### src/hdl/dom_pkg.sv
// shared types and constants for the delayed output mapper
`default_nettype none

package dom_pkg;

    localparam int MAX_OUTPUTS = 8;
    localparam int WORD_W      = 32;
    localparam int S_TDATA_W   = 72;
    localparam int M_TDATA_W   = 16;
    localparam int CFG_INDEX_W = 8;
    localparam int CFG_DATA_W  = 64;

    // register indexes on the configuration channel
    localparam logic [CFG_INDEX_W-1:0] REG_SELECT_MAP   = 8'd0;
    localparam logic [CFG_INDEX_W-1:0] REG_INVERT_MASK  = 8'd1;
    localparam logic [CFG_INDEX_W-1:0] REG_SET_DELAYS   = 8'd2;
    localparam logic [CFG_INDEX_W-1:0] REG_RESET_DELAYS = 8'd3;

    // source codes in bits 7..5 of a select byte
    localparam logic [2:0] SRC_EXT = 3'd0;
    localparam logic [2:0] SRC_INT = 3'd1;

    typedef struct packed {
        logic [7:0] reset_delay;
        logic [7:0] set_delay;
        logic       invert;
        logic [2:0] src;
        logic [4:0] bit_idx;
    } chan_cfg_t;

endpackage

`default_nettype wire

### src/hdl/delayed_output_mapper.sv
// top level: input register, run flag, timer bank and result register
// a request is held in the input register, and its result is then written to the result register that drives m_tdata
// throughput: one request per cycle while m_tready is high, set by the single input register and result register
// the result register frees itself in the cycle m_tready is high, so the stream never bubbles
// reset: aresetn low clears the run flag, every delay counter, the output levels and all
// configuration registers; a request held in the input register is dropped at reset
`default_nettype none

module delayed_output_mapper #(
    parameter int NUM_OUTPUTS = 8,
    parameter int DELAY_BITS  = 8
) (
    input  wire logic                            aclk,
    input  wire logic                            aresetn,
    // [31:0] external_bits, [63:32] internal_bits, [64] start_pulse, [65] stop_pulse
    input  wire logic [dom_pkg::S_TDATA_W-1:0]   s_tdata,
    input  wire logic                            s_tvalid,
    output logic                                 s_tready,
    // [7:0] output_bits, [8] running
    output logic [dom_pkg::M_TDATA_W-1:0]        m_tdata,
    output logic                                 m_tvalid,
    input  wire logic                            m_tready,
    input  wire logic                            cfg_valid,
    output logic                                 cfg_ready,
    input  wire logic [dom_pkg::CFG_INDEX_W-1:0] cfg_index,
    input  wire logic [dom_pkg::CFG_DATA_W-1:0]  cfg_data
);

    logic                                         in_valid_reg;
    logic [dom_pkg::WORD_W-1:0]                   ext_reg;
    logic [dom_pkg::WORD_W-1:0]                   int_reg;
    logic                                         start_reg;
    logic                                         stop_reg;
    logic                                         run_reg;
    logic                                         run_next;
    logic                                         advance;
    logic [dom_pkg::WORD_W-1:0]                   ext_gated;
    logic [dom_pkg::MAX_OUTPUTS-1:0]              levels_next;
    logic                                         out_valid_reg;
    logic [dom_pkg::MAX_OUTPUTS-1:0]              out_bits_reg;
    logic                                         out_run_reg;
    dom_pkg::chan_cfg_t [dom_pkg::MAX_OUTPUTS-1:0] chan_cfg;

    assign advance   = in_valid_reg && (!out_valid_reg || m_tready);
    assign s_tready  = !in_valid_reg || advance;
    assign cfg_ready = 1'b1;

    // stop is applied after start
    assign run_next  = stop_reg ? 1'b0 : (start_reg ? 1'b1 : run_reg);
    assign ext_gated = run_next ? ext_reg : '0;

    always_ff @(posedge aclk) begin
        if (!aresetn) begin
            in_valid_reg <= 1'b0;
        end else if (s_tvalid && s_tready) begin
            in_valid_reg <= 1'b1;
        end else if (advance) begin
            in_valid_reg <= 1'b0;
        end
    end

    always_ff @(posedge aclk) begin
        if (s_tvalid && s_tready) begin
            ext_reg   <= s_tdata[31:0];
            int_reg   <= s_tdata[63:32];
            start_reg <= s_tdata[64];
            stop_reg  <= s_tdata[65];
        end
    end

    always_ff @(posedge aclk) begin
        if (!aresetn) begin
            run_reg       <= 1'b0;
            out_valid_reg <= 1'b0;
        end else begin
            if (advance) begin
                run_reg       <= run_next;
                out_valid_reg <= 1'b1;
            end else if (m_tready) begin
                out_valid_reg <= 1'b0;
            end
        end
    end

    always_ff @(posedge aclk) begin
        if (advance) begin
            out_bits_reg <= levels_next;
            out_run_reg  <= run_next;
        end
    end

    dom_cfg_regs u_cfg_regs (
        .aclk      (aclk),
        .aresetn   (aresetn),
        .cfg_valid (cfg_valid),
        .cfg_index (cfg_index),
        .cfg_data  (cfg_data),
        .chan_cfg  (chan_cfg)
    );

    for (genvar g = 0; g < dom_pkg::MAX_OUTPUTS; g++) begin : gen_chan
        if (g < NUM_OUTPUTS) begin : gen_used
            dom_channel #(
                .DELAY_BITS (DELAY_BITS)
            ) u_channel (
                .aclk       (aclk),
                .aresetn    (aresetn),
                .en         (advance),
                .ext_word   (ext_gated),
                .int_word   (int_reg),
                .cfg        (chan_cfg[g]),
                .level_next (levels_next[g])
            );
        end else begin : gen_unused
            assign levels_next[g] = 1'b0;
        end
    end

    assign m_tvalid = out_valid_reg;
    assign m_tdata  = {7'b0, out_run_reg, out_bits_reg};

endmodule

`default_nettype wire

### src/hdl/dom_cfg_regs.sv
// configuration registers, split into per-output settings
`default_nettype none

module dom_cfg_regs (
    input  wire logic                                  aclk,
    input  wire logic                                  aresetn,
    input  wire logic                                  cfg_valid,
    input  wire logic [dom_pkg::CFG_INDEX_W-1:0]       cfg_index,
    input  wire logic [dom_pkg::CFG_DATA_W-1:0]        cfg_data,
    output dom_pkg::chan_cfg_t [dom_pkg::MAX_OUTPUTS-1:0] chan_cfg
);

    logic [63:0] select_map_reg;
    logic [7:0]  invert_mask_reg;
    logic [63:0] set_delays_reg;
    logic [63:0] reset_delays_reg;

    always_ff @(posedge aclk) begin
        if (!aresetn) begin
            select_map_reg   <= '0;
            invert_mask_reg  <= '0;
            set_delays_reg   <= '0;
            reset_delays_reg <= '0;
        end else if (cfg_valid) begin
            unique case (cfg_index)
                dom_pkg::REG_SELECT_MAP:   select_map_reg   <= cfg_data;
                dom_pkg::REG_INVERT_MASK:  invert_mask_reg  <= cfg_data[7:0];
                dom_pkg::REG_SET_DELAYS:   set_delays_reg   <= cfg_data;
                dom_pkg::REG_RESET_DELAYS: reset_delays_reg <= cfg_data;
                default: ;
            endcase
        end
    end

    always_comb begin
        for (int i = 0; i < dom_pkg::MAX_OUTPUTS; i++) begin
            chan_cfg[i].bit_idx     = select_map_reg[8*i +: 5];
            chan_cfg[i].src         = select_map_reg[8*i+5 +: 3];
            chan_cfg[i].invert      = invert_mask_reg[i];
            chan_cfg[i].set_delay   = set_delays_reg[8*i +: 8];
            chan_cfg[i].reset_delay = reset_delays_reg[8*i +: 8];
        end
    end

endmodule

`default_nettype wire

### src/hdl/dom_channel.sv
// one output: bit pick, set and reset delay counters, driven level
`default_nettype none

module dom_channel #(
    parameter int DELAY_BITS = 8
) (
    input  wire logic                       aclk,
    input  wire logic                       aresetn,
    input  wire logic                       en,
    input  wire logic [dom_pkg::WORD_W-1:0] ext_word,
    input  wire logic [dom_pkg::WORD_W-1:0] int_word,
    input  wire dom_pkg::chan_cfg_t         cfg,
    output logic                            level_next
);

    logic [DELAY_BITS-1:0] set_cnt_reg;
    logic [DELAY_BITS-1:0] set_cnt_next;
    logic [DELAY_BITS-1:0] reset_cnt_reg;
    logic [DELAY_BITS-1:0] reset_cnt_next;
    logic                  level_reg;
    logic                  bit_hi;

    always_comb begin
        unique case (cfg.src)
            dom_pkg::SRC_EXT: bit_hi = ext_word[cfg.bit_idx];
            dom_pkg::SRC_INT: bit_hi = int_word[cfg.bit_idx];
            default:          bit_hi = 1'b0;
        endcase
    end

    always_comb begin
        set_cnt_next   = set_cnt_reg;
        reset_cnt_next = reset_cnt_reg;
        level_next     = level_reg;
        if (bit_hi) begin
            reset_cnt_next = cfg.reset_delay[DELAY_BITS-1:0];
            if (set_cnt_reg != '0) begin
                set_cnt_next = set_cnt_reg - DELAY_BITS'(1);
            end else begin
                level_next = !cfg.invert;
            end
        end else begin
            set_cnt_next = cfg.set_delay[DELAY_BITS-1:0];
            if (reset_cnt_reg != '0) begin
                reset_cnt_next = reset_cnt_reg - DELAY_BITS'(1);
            end else begin
                level_next = cfg.invert;
            end
        end
    end

    always_ff @(posedge aclk) begin
        if (!aresetn) begin
            set_cnt_reg   <= '0;
            reset_cnt_reg <= '0;
            level_reg     <= 1'b0;
        end else if (en) begin
            set_cnt_reg   <= set_cnt_next;
            reset_cnt_reg <= reset_cnt_next;
            level_reg     <= level_next;
        end
    end

endmodule

`default_nettype wire
### config.mk
export PLATFORM = sky130hd
export DESIGN_NAME = delayed_output_mapper
export DESIGN_NICKNAME = d
export VERILOG_FILES = /design/src/hdl/dom_pkg.sv /design/src/hdl/delayed_output_mapper.sv /design/src/hdl/dom_cfg_regs.sv /design/src/hdl/dom_channel.sv
export SDC_FILE = /design/constraint.sdc
export NUM_CORES = 1
export LEC_CHECK = 0
export ABC_AREA = 0
export BUFFER_PORTS_ARGS = -buffer_cell sky130_fd_sc_hd__buf_2
export CELL_PAD_IN_SITES_DETAIL_PLACEMENT = 0
export CELL_PAD_IN_SITES_GLOBAL_PLACEMENT = 2
export CORE_MARGIN = 2
export CORE_UTILIZATION = 43
export CTS_CLUSTER_SIZE = 30
export DETAILED_ROUTE_END_ITERATION = 10
export GPL_ROUTABILITY_DRIVEN = 0
export GPL_TIMING_DRIVEN = 0
export PLACE_DENSITY_LB_ADDON = 0.1
export SKIP_CTS_REPAIR_TIMING = 1
export SLEW_MARGIN = 20
export SYNTH_ARGS = -nofsm -noshare
export SYNTH_HDL_FRONTEND = slang
export SYNTH_HIERARCHICAL = 1
export SYNTH_SLANG_ARGS = --single-unit
export TNS_END_PERCENT = 30
### constraint.sdc
create_clock -name aclk -period 5.96 [get_ports aclk]
set_input_delay 1.788 -clock aclk [delete_from_list [all_inputs] [get_ports aclk]]
set_output_delay 1.788 -clock aclk [all_outputs]
set_load 0.005 [all_outputs]
==> flow_metrics.env, run 1 <==
export IMPL_slew_headroom_pct=39.14
export IMPL_layout_common_cells="385 x nand2_1, 339 x dfxtp_1, 288 x mux2i_1"
export IMPL_drc=0
export IMPL_worst_hold_slack_ns=0.4527
export IMPL_synthArstFlopShare_pct=0
export IMPL_tightest_slew_ns=0.9129
export IMPL_ioPinCount=168
export IMPL_clk_path_buf_depth=3
export IMPL_firstDrtPassIters=5
export IMPL_grt_max_degree=55
export IMPL_finalHoldViolations=0
export IMPL_p_int_mw=5.430
export IMPL_arrival_ns=2.44
export IMPL_start_util_pct=43.28
export IMPL_totalWireLength_um=75680
export IMPL_final_area_mm2=0.02783
export IMPL_min_to="u_cfg_regs/set_delays_reg[0]"
export IMPL_setup_viol=0
export IMPL_path_class="input pin to primary output"
export IMPL_period_needed_ns=4.232
export IMPL_cts_tree="yes"
export IMPL_row_count=87
export IMPL_syn_area_mm2=0.02431
export IMPL_dpl_cell_area_mm2=0.02613
export IMPL_diodes=0
export IMPL_core_mm2=0.05617
export IMPL_synth_xor_xnor_area_share_pct=0.5764
export IMPL_die_width_um=241.8
export IMPL_syn_area_per_cell_um2=9.951
export IMPL_final_util_pct=49.54
export IMPL_die_h_um=241.8
export IMPL_wire_per_inst_um=21.95
export IMPL_status="complete, no violations"
export IMPL_clock_sinks=414
export IMPL_tns_ns=0
export IMPL_synth_compound_area_share_pct=10.63
export IMPL_dieArea_mm2=0.05846
export IMPL_synthFlopType="dfxtp_1"
export IMPL_area_growth_pct=14.46
export IMPL_hp_class="flip-flop to flip-flop"
export IMPL_startpoint_type="input pin"
export IMPL_drive_above_1_share_pct=19.73
export IMPL_cts_clk_slew_worst_paths_ns=0.06
export IMPL_switching_power_mw=2.094
export IMPL_hold_path_depth=2
export IMPL_yosysSeqAreaShare_pct=37.18
export IMPL_dr_total_vias=19930
export IMPL_end_kind="primary output"
export IMPL_htreeDepth=2
export IMPL_p_sw_share_pct=27.84
export IMPL_grt_overflow=0
export IMPL_synth_top_family_by_area="multiplexers"
export IMPL_drt_antenna_violating_nets=0
export IMPL_post_route_period_util_pct=71.00
export IMPL_synthCells=2443
export IMPL_io_buffer_count=153
export IMPL_ys_types=56
export IMPL_dp_cells=3361
export IMPL_grt_pass1_vias=19520
export IMPL_track_usage_pct=25.52
export IMPL_via_per_inst=5.780
export IMPL_rr_worst_depth=11
export IMPL_ys_ff_latch=414
export IMPL_slew_viol_final=0
export IMPL_synthMuxAreaShare_pct=25.32
export IMPL_drtIter0Drc=1457
export IMPL_reg2reg_slack_ns=2.47
export IMPL_antenna_found_initial=1
export IMPL_cellLeakagePower_nw=11.05
export IMPL_p_comb_share_pct=17.0
export IMPL_synthAdderAreaFrac_pct=1.647
export IMPL_insertion_delay_ns=0.59
export IMPL_ir_drop_uv=206.4
export IMPL_fillers=5312
export IMPL_rsz0062_at_grt="false"
export IMPL_grt_pass1_wl_um=116700
export IMPL_drv_cap=0
export IMPL_synth_edf_count=75
export IMPL_timing_rr_start="stop_reg"
export IMPL_max_freq_ghz=0.2363
export IMPL_finalPower_mw=7.524
export IMPL_p_seq_share_pct=41.0
export IMPL_reg2reg_to="out_bits_reg[6]"
export IMPL_multiInputGateArea_mm2=0.01383
export IMPL_hpwl_um=54610
export IMPL_synthSimpleGateAreaFrac_pct=18.54
export IMPL_required_ns=4.17
export IMPL_worst_slack_ns=1.728
export IMPL_cts_root_buf="clkbuf_16"
export IMPL_nNetsFinal=2836
export IMPL_place_ws_ns=1.626
export IMPL_p_clk_share_pct=42.0
export IMPL_fin_worst_skew_ns=0.01699
export IMPL_pwr_density_cell_mw_per_mm2=270.4
export IMPL_fin_cells=3448
export IMPL_regArea_mm2=0.009039
export IMPL_cts_made_buffers=48
export IMPL_crit_fanout=6
export IMPL_layout_commonest_cell="nand2_1"
export IMPL_yosysWarningCount=6
export IMPL_min_from="u_cfg_regs/set_delays_reg[0]"
-- power by group through the flow --
stage / combinational [mW] / clock, mW / sequential, mW
4_1_cts: 1.27 / 3.24 / 3.07
6_report: 1.28 / 3.16 / 3.08
3_3_place_gp: 1.25 / 0 / 3.13
3_5_place_dp: 1.27 / 0 / 3.14
2_1_floorplan: 0.921 / 0 / 3.09
5_1_grt: 1.43 / 3.35 / 3.09
-- layout make-up --
class	count	area share [%]
Multi-Input combinational cell	1786	49.69
Sequential cell	414	32.48
Clock buffer	61	4.825
Buffer	183	4.415
Tap cell	756	3.399
Timing Repair Buffer	156	3.031
Clock inverter	26	1.263
Inverter	66	0.8903
-- logic make-up (layout without fill, tap and decap cells) --
family          after synthesis  in the layout
flops                       414            414
simple gates                918            918
buf+inv                     249            492
fa+ha+maj                    32             32
xor+xnor                     16             16
mux                         448            448
compound gates              364            364
other cells                   2              8
-- layer usage --
metal  up-vias  global-route usage (%)  routed length (um)
li1       9350                       -                   -
met1      9659                   35.59               34110
met2       739                   39.46               33560
met3       177                   4.772                5247
met4         4                   9.314                2712
met5         -                  0.4902                  53
-- cell usage after synthesis, types with 16 or more instances --
| cell type | number | area (um^2) |
|---|---|---|
| nor4_1 | 48 | 300.3 |
| o31ai_1 | 24 | 180.2 |
| mux2_2 | 24 | 270.3 |
| nand3b_1 | 25 | 187.7 |
| nor2_1 | 156 | 585.6 |
| dfxtp_1 | 339 | 6787 |
| edfxtp_1 | 75 | 2252 |
| nand4_1 | 17 | 106.4 |
| a22oi_1 | 32 | 240.2 |
| o21ai_1 | 32 | 160.2 |
| nor3b_1 | 16 | 120.1 |
| and2_1 | 34 | 212.7 |
| a221oi_1 | 24 | 210.2 |
| nand3_1 | 40 | 200.2 |
| buf_4 | 28 | 210.2 |
| inv_1 | 58 | 217.7 |
| or3_1 | 16 | 100.1 |
| ha_1 | 32 | 400.4 |
| o21ai_0 | 97 | 485.5 |
| buf_2 | 16 | 80.08 |
| clkbuf_1 | 77 | 289.0 |
| mux2i_1 | 288 | 2883 |
| and2_4 | 23 | 201.4 |
| nor3_1 | 24 | 120.1 |
| nand2b_1 | 24 | 150.1 |
| o221ai_1 | 16 | 140.1 |
| nor2b_1 | 56 | 350.3 |
| a21oi_1 | 90 | 450.4 |
| nand2_1 | 385 | 1445 |
| buf_6 | 39 | 439.2 |
| and3_1 | 24 | 150.1 |
| mux4_2 | 120 | 2703 |
| xnor2_1 | 16 | 140.1 |
-- worst max path at each step --
stage	slack, ns	start	endpoint
final	1.73	m_tready	s_tready
after global routing	1.66	m_tready	s_tready
after CTS	1.72	m_tready	s_tready
after detailed placement	1.63	aresetn	u_cfg_regs/select_map_reg[52]
after global placement	0.06	m_tready	gen_chan[0].gen_used.u_channel/level_reg
after floorplan	1.87	m_tready	ext_reg[0]
-- worst max-delay path, cell delays in order --
cell	delay (ns)
buf_2	0.09
and2b_1	0.32
nand2_1	0.10
buf_2	0.14
Power figures use the tool's default switching activity.
==> run 2, diff against run 1 <==
ABC_AREA = 1   (was 0)
CORE_UTILIZATION = 34   (was 43)
clock period = 4.1 ns   (was 5.96 ns; I/O delays follow)
==> flow_metrics.env, run 2 <==
export IMPL_drtIter0Drc=1677
export IMPL_row_count=103
export IMPL_drive_above_1_share_pct=12.17
export IMPL_cts_root_buf="clkbuf_16"
export IMPL_slew_headroom_pct=36.41
export IMPL_path_class="flip-flop to flip-flop"
export IMPL_ioPinCount=168
export IMPL_io_buffer_count=153
export IMPL_ir_drop_uv=291.0
export IMPL_final_util_pct=39.22
export IMPL_hpwl_um=76280
export IMPL_fin_cells=5570
export IMPL_yosysWarningCount=6
export IMPL_antenna_found_initial=1
export IMPL_pwr_density_cell_mw_per_mm2=372.2
export IMPL_nNetsFinal=4660
export IMPL_fin_worst_skew_ns=0.01552
export IMPL_layout_common_cells="1489 x nand2_1, 777 x nand3_1, 535 x nor2_1"
export IMPL_yosys_cell_count_top_type="nand2_1"
export IMPL_finalPower_mw=11.51
export IMPL_worst_hold_slack_ns=0.4756
export IMPL_synth_top_cells_by_count="1489 x nand2_1, 777 x nand3_1, 535 x nor2_1"
export IMPL_cpPeakStageDelay_ns=0.59
export IMPL_syn_area_per_cell_um2=6.341
export IMPL_grt_pass1_wl_um=151100
export IMPL_slew_viol_final=0
export IMPL_setup_viol=0
export IMPL_cts_made_buffers=53
export IMPL_track_usage_pct=23.56
export IMPL_cellLeakagePower_nw=14.70
export IMPL_critPathBufInv=2
export IMPL_startpoint_type="flip-flop"
export IMPL_grt_overflow=0
export IMPL_dieArea_mm2=0.08177
export IMPL_end_kind="flip-flop"
export IMPL_synth_area_leaders="dfxtp_1 25%, nand2_1 21%, nand3_1 14%"
export IMPL_layout_commonest_cell="nand2_1"
export IMPL_drv_cap=0
export IMPL_htreeDepth=2
export IMPL_slowest_stage="nor2_1"
export IMPL_area_growth_pct=14.44
export IMPL_die_h_um=286.0
export IMPL_hp_class="flip-flop to flip-flop"
export IMPL_tightest_slew_ns=0.9539
export IMPL_grt_pass1_vias=25530
export IMPL_dpl_cell_area_mm2=0.02919
export IMPL_finalHoldViolations=0
export IMPL_max_freq_ghz=0.3331
export IMPL_yosysSeqAreaShare_pct=33.44
export IMPL_final_area_mm2=0.03093
export IMPL_syn_area_mm2=0.02703
export IMPL_cts_tree="yes"
export IMPL_crit_fanout=10
export IMPL_diodes=0
export IMPL_wire_per_inst_um=17.57
export IMPL_dp_cells=5474
export IMPL_period_needed_ns=3.002
export IMPL_drc=0
export IMPL_arrival_ns=3.42
export IMPL_synth_edf_count=75
export IMPL_dr_total_vias=26740
export IMPL_insertion_delay_ns=0.61
export IMPL_grt_max_degree=51
export IMPL_required_ns=4.52
export IMPL_totalWireLength_um=97890
export IMPL_yosysTopAreaCellShare_pct=25.11
export IMPL_die_width_um=286.0
export IMPL_synth_largest_area_cell="dfxtp_1"
export IMPL_synthFlopType="dfxtp_1"
export IMPL_path_cells="nor2_4, inv_4, nor2_1, nand2_1, nand3_1, nand3_1, nand2_1, nand2_1, nand3_1, nand3_4, nand2_4, buf_4, nand2_1, nand2_1"
export IMPL_drt_antenna_violating_nets=0
export IMPL_cpMostUsedCell="nand2_1"
export IMPL_post_route_period_util_pct=73.23
export IMPL_synthArstFlopShare_pct=0
export IMPL_path_delay_family="simple AND/OR/NAND/NOR gates"
export IMPL_ys_ff_latch=414
export IMPL_ys_types=29
export IMPL_start_util_pct=34.27
export IMPL_rsz0062_at_grt="false"
export IMPL_firstDrtPassIters=5
export IMPL_via_per_inst=4.801
export IMPL_core_mm2=0.07887
export IMPL_clk_path_buf_depth=3
export IMPL_status="complete, no violations"
export IMPL_synthCells=4263
export IMPL_cts_clk_slew_worst_paths_ns=0.06
export IMPL_clock_sinks=414
## run 2: changes by cell type after synthesis, sizes merged, moves of 121 or more
cell,previous run,this run
nand3,40,785
nor2,156,570
nand2,385,1529
mux4,128,0
o21ai,129,8
mux2i,288,0
buf,98,221
inv,58,289
## run 2: per-stage QoR
stage / worst slack [ns] / setup TNS, ns
after floorplan: 0.9318 / 0
after global placement: -0.9128 / -92.36
after detailed placement: 0.6118 / 0
after CTS: 1.074 / 0
after global routing: 0.8430 / 0
final: 1.098 / 0
## run 2: power breakdown
group / internal, mW / leakage, nW / total, mW / switching [mW]
logic: 0.858 / 10.3 / 2.32 / 1.46
clock network: 2.79 / 0.865 / 4.70 / 1.91
registers: 4.34 / 3.48 / 4.50 / 0.154
total: 7.99 / 14.7 / 11.5 / 3.53
## run 2: cell type report
cell class              count  area (um^2)
plain buffers             264         1869
clock buffers              80         1588
clock inverters            16        152.6
fillers                  8709        47940
inverters                 289         1112
multi-input cells        3302        15040
flip-flops and latches    414         9039
well taps                1050         1314
repair buffers            155        820.8
## run 2: metal layers
layer  wire (um)  global-route usage [%]  up-vias  part of all wire [%]
li1            -                       -    13980                     -
met1       46910                   32.40    12160                    48
met2       44660                   38.92      463                    46
met3        3711                   2.743      139                   3.8
met4        2598                   6.348        2                   2.7
met5          13                       0        -                 0.013
## run 2: path summary, 6_finish.rpt
| path | start | endpoint | slack, ns | cells after the start |
|---|---|---|---|---|
| max | stop_reg | out_bits_reg[3] | 1.10 | 14 |
| min | u_cfg_regs/select_map_reg[34] | u_cfg_regs/select_map_reg[34] | 0.48 | 2 |
| max reg2reg | stop_reg | out_bits_reg[3] | 1.10 | 14 |
| min reg2reg | u_cfg_regs/select_map_reg[34] | u_cfg_regs/select_map_reg[34] | 0.48 | 2 |
## run 2: kinds of logic (layout without fill, tap and decap cells)
| family | Yosys count | after routing | synth area share [%] |
|---|---|---|---|
| other | 2 | 8 | 0.02778 |
| buffers and inverters | 553 | 804 | 11.01 |
| AND/OR/NAND/NOR | 2940 | 2940 | 46.67 |
| adder cells (fa/ha/maj) | 32 | 32 | 1.481 |
| XOR/XNOR | 96 | 96 | 3.111 |
| AO/OA/AOI/OAI | 226 | 226 | 4.258 |
| flip-flops | 414 | 414 | 33.44 |
## run 2: tightest hold or removal path, cell delays in order, from the launching register on
cell and delay, ns:
dfxtp_1 0.32, a21oi_1 0.04, nor2_1 0.08
